### src/design/oaht_ram.sv
// Generic single write, single read RAM with registered read data.
`timescale 1ns / 1ps
`default_nettype none
module oaht_ram #(
  parameter int WIDTH = 8,
  parameter int DEPTH = 16
) (
  input  wire logic                     clk,
  input  wire logic                     we,
  input  wire logic [$clog2(DEPTH)-1:0] waddr,
  input  wire logic [WIDTH-1:0]         wdata,
  input  wire logic [$clog2(DEPTH)-1:0] raddr,
  output logic      [WIDTH-1:0]         rdata
);
  logic [WIDTH-1:0] mem [DEPTH];

  // Write, then register the read word
  always_ff @(posedge clk) begin
    if (we) mem[waddr] <= wdata;
    rdata <= mem[raddr];
  end
endmodule
`default_nettype wire

### config.mk
export PLATFORM = sky130hd
export DESIGN_NAME = oaht_ram
export DESIGN_NICKNAME = d
export VERILOG_FILES = /design/src/design/oaht_ram.sv
export SDC_FILE = /design/constraint.sdc
export NUM_CORES = 1
export LEC_CHECK = 0
export BUFFER_PORTS_ARGS = -buffer_cell sky130_fd_sc_hd__buf_4
export CORE_ASPECT_RATIO = 1.5
export CORE_UTILIZATION = 40
export CTS_CLUSTER_DIAMETER = 120
export DETAILED_ROUTE_END_ITERATION = 10
export HOLD_SLACK_MARGIN = 0.05
export SLEW_MARGIN = 20
export SYNTH_ARGS = -nofsm -noshare
export SYNTH_HDL_FRONTEND = slang
export SYNTH_SLANG_ARGS = --single-unit
export TNS_END_PERCENT = 50
### constraint.sdc
create_clock -name clk -period 1.8 [get_ports clk]
set_clock_uncertainty 0.15 [all_clocks]
set_input_delay 0.09 -clock clk [delete_from_list [all_inputs] [get_ports clk]]
set_output_delay 0.09 -clock clk [all_outputs]
set_load 0.05 [all_outputs]
==> flow_summary.ini <==
[drt]
wl_um = 10100
via_count = 2471
avgViaCountPerCell = 5.26
drc_errors = 0
wl_per_cell_um = 21.4
drt_pass1_iterations = 4
drt_iter0_markers = 160
postRouteAntennaNets = 0

[global_route]
grt_max_degree = 21
grt_antenna_before_repair = 0
grt_pass1_wl_um = 15300
grt_overflow_total = 0
track_usage = 0.170
first_global_vias = 2589

[logic_synthesis]
synth-seq-cells = 136
syn_inst = 229
synth.distinct_cells = 19
ys.warnings.count = 0
synth_area_um2 = 5150
syn_avg_cell_area_um2 = 22.5
synth_fp_nets = 247
ys_seq_area_frac = 0.778

[cells_and_area]
syn_to_final_growth_pct = 23.8
drive_gt1_frac = 0.322
fin_area_um2 = 6370
diodes = 0
finish.net_count = 319

[power]
cellPowerDensity_nw_per_um2 = 1170
totalPowerFinal_w = 0.00747
p_leak_nw = 2.20
ir_drop_uv = 877

[min_path]
whs_endpoint = rdata[5]
hold_depth = 5
hold_path.startpoint = raddr[3]
hold_path_class = in2reg

[timing]
relSlewSlack = 0.677
slew_violations = 0
rsz0062_at_grt = no
hold_viol_final = 0
finalCritPeriodShare = 0.976
setup_tns_ns = 0
worst_slack_ns = 0.0434
clock.fmax_ghz = 0.569
finalSetupViolCount = 0
worst_pin_slew_ns = 0.485
min_period_ns = 1.76

[setup_path]
r2r-start = mem[2][1]
end_kind = flip-flop
start_kind = input pin
arrival_ns = 1.72
rrSetupSlack_ns = 0.26
rr_endpoint = rdata[1]
rr_worst_depth = 3
path_max_fanout = 8
critical_path_class = in2reg
worstPathRequired_ns = 1.76

[cts]
cts_buffer_depth = 2
cts_resized = 0
cts_buffers = 17
clk_pin_slew_worst_paths_ns = 0.06
cts_root_buf = clkbuf_16
h-tree-depth = 4
clk_latency_ns = 0.41
cts_tree = done
clock-sinks = 136

[floorplan]
start_util = 0.411
io_pins = 26
die_h_um = 141
die-area_um2 = 13300
die_w_um = 94.6
coreArea_um2 = 12500
rows = 50

[run_status]
outcome = completed

[placed_design]
globalplace.congestion = 0.753
place_area_um2 = 5660
dp_worst_setup_slack_ns = 0.119
numPortBuffers = 25
dp_hpwl_um = 6650

[run]
drv_cap = 0
-- critical path: stages --
cell and delay (ns):
dlygate4sd3_1 0.53, buf_4 0.16, nor3_1 0.16, dlygate4sd3_1 0.57, buf_4 0.20
-- cell usage in the layout, fill, tap and decap left out, types with 2 or more instances in the layout --
master and count:
bufinv_16 3, nand3b_1 2, buf_4 51, dfxtp_1 8, dlygate4sd3_1 11, mux4_1 14
a22oi_1 16, clkinv_4 5, nor3_1 4, clkinv_2 2, clkbuf_16 17, mux4_2 18
nand2b_1 2, clkinv_1 2, inv_6 2, edfxtp_1 128, nand2_1 9, nor2_1 13
-- timing repair --
action,CTS,global route
buffers inserted,0,0
endpoints found under the hold margin,143,0
hold buffers,11,0
-- power by group --
| group | switching [W] | internal, W | leakage [nW] |
|---|---|---|---|
| clock | 0.00129 | 0.00218 | 0.293 |
| combinational | 0.000256 | 0.000186 | 0.686 |
| sequential | 0.0000226 | 0.00354 | 1.22 |
| total | 0.00157 | 0.00590 | 2.20 |
-- metal layers --
metal,vias to the layer above,wire [um],global-route usage
li1,1120,-,-
met3,12,578,0.0464
met2,70,5410,0.281
met4,0,179,0.0766
met1,1269,3900,0.205
met5,-,0,0
-- final cells by class --
| class | count | area (um^2) |
|---|---|---|
| Clock buffer | 17 | 425 |
| Clock inverter | 15 | 176 |
| Fill cell | 1007 | 6140 |
| Multi-Input combinational cell | 83 | 1060 |
| Sequential cell | 136 | 4000 |
| Tap cell | 156 | 195 |
| Timing Repair Buffer | 63 | 513 |
-- Yosys cell counts --
library cell	number	share of area
nor2_1	13	0.0095
nand3b_1	2	0.0029
dfxtp_1	8	0.031
nor2b_1	1	0.0012
nand2_1	9	0.0066
a22oi_1	16	0.023
clkdlybuf4s25_2	3	0.0058
and2_1	1	0.0012
buf_2	3	0.0029
buf_6	3	0.0066
edfxtp_1	128	0.75
nand2b_1	2	0.0024
mux4_2	18	0.079
buf_4	1	0.0015
or3b_2	1	0.0017
nand3_1	1	0.00097
mux4_1	14	0.071
and2b_1	1	0.0015
nor3_1	4	0.0039
-- logic make-up (layout without fill, tap and decap cells) --
logic type,Yosys count,in the layout,synth area share
AO/OA/AOI/OAI,16,16,0.0233
buffers and inverters,10,95,0.0168
flip-flops,136,136,0.778
multiplexers,32,32,0.150
AND/OR/NAND/NOR,35,35,0.0318
-- sequential cells by signal, indices dropped and copies added, names as in the netlist --
signal  flops
mem       128
rdata       8
-- metrics by stage --
step / cells / hold WS, ns / utilization
2_1_floorplan: 229 / 0.0389 / -
3_3_place_gp: 427 / 0.243 / 0.452
3_5_place_dp: 427 / 0.257 / 0.452
4_1_cts: 470 / 0.0702 / 0.509
5_1_grt: 470 / 0.126 / 0.509
6_report: 470 / 0.0849 / 0.509
-- how the worst max path moves through the flow --
stage | startpoint | to | slack [ns] | cells after the start
6_report | waddr[1] | mem[4][6] | 0.04 | 5
5_1_grt | waddr[1] | mem[4][4] | 0.01 | 5
2_1_floorplan | waddr[2] | mem[0][0] | 0.07 | 2
3_3_place_gp | raddr[0] | rdata[7] | 0.1 | 5
3_5_place_dp | raddr[0] | rdata[7] | 0.12 | 5
4_1_cts | waddr[1] | mem[4][4] | 0.07 | 5
No activity file was read; power rests on OpenSTA's default activity.
