$ cat src/design/oaht_pkg.sv
// Shared types, codes and helpers of the open address hash table.
`timescale 1ns / 1ps
`default_nettype none
package oaht_pkg;

  localparam int DefTableDepth = 1024;
  localparam int DefKeyBytes   = 8;

  // Fixed field widths
  localparam int MODE_W  = 2;
  localparam int KEY_W   = 64;
  localparam int VALUE_W = 32;
  localparam int OUT_W   = 3;
  localparam int SLOT_W  = 10;
  localparam int CFG_W   = 11;
  localparam int CIDX_W  = 3;
  localparam int DIV_W   = 11;  // widest small dividend: byte sum or coefficient sum

  // Request modes
  localparam logic [MODE_W-1:0] MODE_LOOKUP = 2'd0;
  localparam logic [MODE_W-1:0] MODE_INSERT = 2'd1;
  localparam logic [MODE_W-1:0] MODE_REMOVE = 2'd2;

  // Outcomes
  localparam logic [OUT_W-1:0] OUT_FOUND    = 3'd0;
  localparam logic [OUT_W-1:0] OUT_INSERTED = 3'd1;
  localparam logic [OUT_W-1:0] OUT_UPDATED  = 3'd2;
  localparam logic [OUT_W-1:0] OUT_NOTFOUND = 3'd3;
  localparam logic [OUT_W-1:0] OUT_FULL     = 3'd4;

  // Cell status codes
  localparam logic [1:0] ST_EMPTY    = 2'd0;
  localparam logic [1:0] ST_OCCUPIED = 2'd1;
  localparam logic [1:0] ST_DELETED  = 2'd2;

  // Register indexes
  localparam logic [CIDX_W-1:0] REG_PROBE_MODE   = 3'd0;
  localparam logic [CIDX_W-1:0] REG_SQUARE_COEF  = 3'd1;
  localparam logic [CIDX_W-1:0] REG_LINEAR_COEF  = 3'd2;
  localparam logic [CIDX_W-1:0] REG_PROBE_LIMIT  = 3'd3;
  localparam logic [CIDX_W-1:0] REG_CELLS_IN_USE = 3'd4;

  // Request to the remainder unit
  typedef struct packed {
    logic             start;
    logic [DIV_W-1:0] dividend;
  } rem_req_t;

  // Mask of the key bytes that take part in hash and compare
  function automatic logic [KEY_W-1:0] key_mask(input int kb);
    logic [KEY_W-1:0] m;
    m = '0;
    for (int b = 0; b < 8; b++) begin
      if (b < kb) m[8*b +: 8] = 8'hFF;
    end
    return m;
  endfunction

endpackage
`default_nettype wire

$ cat src/design/oaht_rem.sv
// Bit-serial remainder unit: small dividend modulo the cell count.
`timescale 1ns / 1ps
`default_nettype none
module oaht_rem import oaht_pkg::*; #(
  parameter int NW = 11
) (
  input  wire logic          clk,
  input  wire logic          rst,
  input  wire rem_req_t      req,
  input  wire logic [NW-1:0] divisor,
  output logic               done,
  output logic [NW-1:0]      rem
);
  localparam int CW = $clog2(DIV_W + 1);

  logic             busy;
  logic [CW-1:0]    cnt;
  logic [DIV_W-1:0] q;
  logic [NW:0]      trial;

  assign trial = {rem, q[DIV_W-1]};

  // One dividend bit a cycle, restoring
  always_ff @(posedge clk) begin
    if (rst) begin
      busy <= 1'b0;
      done <= 1'b0;
      cnt  <= '0;
    end else begin
      done <= !req.start && busy && (cnt == CW'(1));
      if (req.start) begin
        busy <= 1'b1;
        cnt  <= CW'(DIV_W);
        q    <= req.dividend;
        rem  <= '0;
      end else if (busy) begin
        q <= {q[DIV_W-2:0], 1'b0};
        if (trial >= {1'b0, divisor}) rem <= NW'(trial - {1'b0, divisor});
        else rem <= trial[NW-1:0];
        cnt <= cnt - 1'b1;
        if (cnt == CW'(1)) begin
          busy <= 1'b0;
        end
      end
    end
  end
endmodule
`default_nettype wire

$ cat config.mk
export PLATFORM = sky130hd
export DESIGN_NAME = oaht_rem
export DESIGN_NICKNAME = d
export VERILOG_FILES = /design/src/design/oaht_pkg.sv /design/src/design/oaht_rem.sv
export SDC_FILE = /design/constraint.sdc
export NUM_CORES = 1
export LEC_CHECK = 0
export CORE_MARGIN = 4
export CORE_UTILIZATION = 57
export DETAILED_ROUTE_END_ITERATION = 10
export DONT_BUFFER_PORTS = 1
export HOLD_SLACK_MARGIN = 0.1
export PLACE_DENSITY = 0.83
export SETUP_SLACK_MARGIN = 0.15
export SLEW_MARGIN = 10
export SYNTH_ARGS = -nofsm -noshare
export SYNTH_HDL_FRONTEND = slang
export SYNTH_SLANG_ARGS = --single-unit
$ cat constraint.sdc
create_clock -name clk -period 2.1 [get_ports clk]
set_input_delay 0.105 -clock clk [delete_from_list [all_inputs] [get_ports clk]]
set_output_delay 0.105 -clock clk [all_outputs]
set_load 0.02 [all_outputs]
==> out/qor.yml <==
timing:
  period_needed_ps: 2489
  hold_viol: 10
  whs_ps: -74.04
  skew_ps: 14.85
  grt_setup_unrepaired: "true"
  min_period_over_period_pct: 118.5
  fmax_mhz: 401.8
  slew_viol_final: 0
  tightestPinTransition_ps: 500.9
  fin_ws_ps: -389.1
  setup_violations: 11
  relSlewSlack_pct: 66.40
  finalSetupTns_ps: -2766
layout:
  n_antenna_cell: 0
  n_fill_cell: 147
  fin_area_um2: 2654
  multi_input_comb_area_um2: 1072
  syn_to_final_growth_pct: 46.99
  nNetsFinal: 285
  fin_cells: 289
  drive_gt1_share_pct: 35.10
  seq_area_um2: 780.7
synth:
  synth_edf_count: 22
  synth.area.top_cells: "edfxtp_1, ha_1, dfxtp_1"
  syn_nets: 212
  async_flop_share_pct: 0
  synth_seq_cells: 28
  yosys_warnings: 0
  synth_flop_cell: "edfxtp_1"
  yosysSeqAreaShare_pct: 43.24
  synth.distinct_cells: 40
  synth_cells: 173
  yosysTopAreaCell: "edfxtp_1"
  synth_top_area_share_pct: 36.59
  synth_area_per_cell_um2: 10.44
  yosysMostFrequentCell: "nor2_1"
  netlist_top_cells_count: "nor2_1, edfxtp_1, inv_1"
  syn_area_um2: 1805
clock_tree:
  clkLatencyLatePin_ps: 350
  clock_path_buffers: 2
  cts_max_level: 1
  clkTransAtPathRegs_ps: 170
  cts_tree: "yes"
  cts-root-buf: "clkbuf_4"
  clock-sinks: 28
  cts_buffers: 3
  holdBufCountCts: 28
critical_path:
  required_ps: 2310
  cp_max_fo: 3
  endpoint_kind: "flip-flop"
  r2r_slack_ps: -390
  cp-endpoint: "rem[6]"
  ff2ff_path_depth: 9
  worstSetupPathType: "reg2reg"
  r2r-end: "rem[6]"
  r2r-start: "q[10]"
  critPathLaunchType: "flip-flop"
  startpoint: "q[10]"
  critPathArrivalTime_ps: 2700
power:
  seq_power_share_pct: 36.4
  p_sw_mw: 0.6299
  clkPwrFrac_pct: 19.6
  p_int_mw: 1.269
  leakage_nw: 1.153
  swShare_pct: 33.18
  powerDensity_nw_per_um2: 715.4
  pwr-share-comb_pct: 44.0
  vdd_ir_drop_max_uv: 595.0
placed_design:
  dp_hpwl_mm: 3.007
  placed_area_um2: 2156
  port_buffers: 0
  dp.cells: 250
  gp_congestion: 0.8831
  post-place-ws_ps: -236.0
route:
  drt_wl_total_mm: 6.430
  wl_per_cell_um: 22.25
  viasPerCell: 6.343
  first_pass_iters: 4
  drt_iter0_drc: 241
  drtAntennaViolNets: 0
  via_count: 1833
  drc: 0
global_routing:
  grt-ovfl-total: 0
  grt_usage_pct: 27.69
  grtUsageMet2_pct: 52.06
  grt_util_met3_pct: 4.569
  grt_pass1_vias: 1763
  grt-busiest-layer: "met2"
  grt_max_degree: 31
  antenna_found_initial: 0
  grt_pass1_wl_mm: 8.604
  grt_use_met1_pct: 28.84
worst_hold_path:
  holdCritPathClass: "in2reg"
floorplanning:
  die_h_um: 64.28
  num_rows: 20
  io_pins: 37
  start_util_pct: 59.14
  die-area_um2: 4132
  die_w_um: 64.28
  core_um2: 3053
flow_run:
  max_cap_viol_count: 0
status:
  status: "complete, but fails checks"
  violations: "hold timing, setup timing"
==> state kept, by name (all words and copies together) (netlist names) <==
signal / cells
q: 11
rem: 11
busy: 1
done: 1
cnt: 4
==> what timing repair did <==
| item | CTS | global route |
|---|---|---|
| buffers inserted | 1 | 6 |
| cloned | 0 | 0 |
| pin swaps | 7 | 7 |
| endpoints found under the hold margin | 28 | 11 |
| resized for setup | 13 | 12 |
| setup endpoints to repair | 11 | 11 |
==> area by class of cell <==
cell class / count / area share, %
clock inverter: 1 / 1.132
clock buffer: 3 / 0.8487
inverter: 18 / 2.546
timing repair buffer: 72 / 23.57
multi-input combinational: 123 / 40.41
sequential: 28 / 29.42
tap: 44 / 2.074
==> cells in the final DEF (no fill, tap or decap), types with 2 or more instances in the layout <==
| cell type | netlist | final |
|---|---|---|
| a21oi_2 | 1 | 6 |
| buf_4 | 0 | 40 |
| dlygate4sd3_1 | 0 | 28 |
| o21ai_0 | 4 | 4 |
| nor4b_1 | 4 | 4 |
| xor2_1 | 6 | 6 |
| nor2_2 | 0 | 2 |
| xnor2_1 | 3 | 3 |
| nand4_1 | 2 | 2 |
| mux2_2 | 10 | 10 |
| nor2b_2 | 0 | 2 |
| dfxtp_1 | 6 | 6 |
| o21a_1 | 3 | 3 |
| a221oi_2 | 0 | 2 |
| nand2_1 | 7 | 7 |
| nand3b_1 | 2 | 2 |
| clkbuf_4 | 0 | 3 |
| buf_6 | 1 | 4 |
| ha_4 | 0 | 5 |
| a21oi_1 | 7 | 2 |
| edfxtp_1 | 22 | 22 |
| nor3_1 | 3 | 3 |
| mux2i_1 | 6 | 5 |
| inv_1 | 18 | 17 |
| ha_1 | 13 | 8 |
| a21o_1 | 5 | 5 |
| a211oi_1 | 3 | 2 |
| nor2_1 | 23 | 21 |
==> worst min path at each step <==
stage,start,end,slack (ps),cells after the start
2_1_floorplan,rst,cnt[0],180,1
3_3_place_gp,rst,cnt[0],180,1
3_5_place_dp,rst,cnt[1],180,1
4_1_cts,req[11],rem[6],-80,1
5_1_grt,req[11],rem[0],-90,1
6_report,req[11],rem[8],-70,1
==> critical path, cell delays in order (launching register included) <==
cell	delay [ps]
edfxtp_1	370
inv_2	60
ha_4	170
fa_2	410
nand2b_4	160
a211oi_1	440
o21a_1	200
nor3_1	60
or3b_4	390
a21oi_2	110
==> power groups by stage <==
stage	logic [mW]	clock network [mW]	registers, mW
after floorplan	0.370	0	0.727
final	0.835	0.371	0.692
after global routing	0.876	0.389	0.696
after global placement	0.559	0	0.696
after detailed placement	0.587	0	0.699
after CTS	0.683	0.364	0.687
==> cells by family after synthesis <==
logic type	after synthesis	synth area share (%)
AOI/OAI and AO/OA	33	13.24
xor gates and xnor gates	9	4.366
adders and majority gates	14	10.12
buffers and inverters	22	4.989
DFF	28	43.24
muxes	16	9.564
and+or+nand+nor	51	14.48
==> routing by layer <==
| metal | wire length, um | vias up |
|---|---|---|
| met2 | 3128 | 157 |
| li1 | - | 768 |
| met4 | 549 | 0 |
| met5 | 0 | - |
| met1 | 2150 | 855 |
| met3 | 602 | 53 |
==> metrics by stage <==
| stage | util (%) | power (mW) |
|---|---|---|
| finish | 86.93 | 1.898 |
| global route | 86.93 | 1.961 |
| CTS | 83.81 | 1.734 |
| detailed placement | 70.61 | 1.286 |
| global placement | 70.61 | 1.255 |
| floorplan | - | 1.097 |
Note: power is estimated with default switching activity, not from simulation.
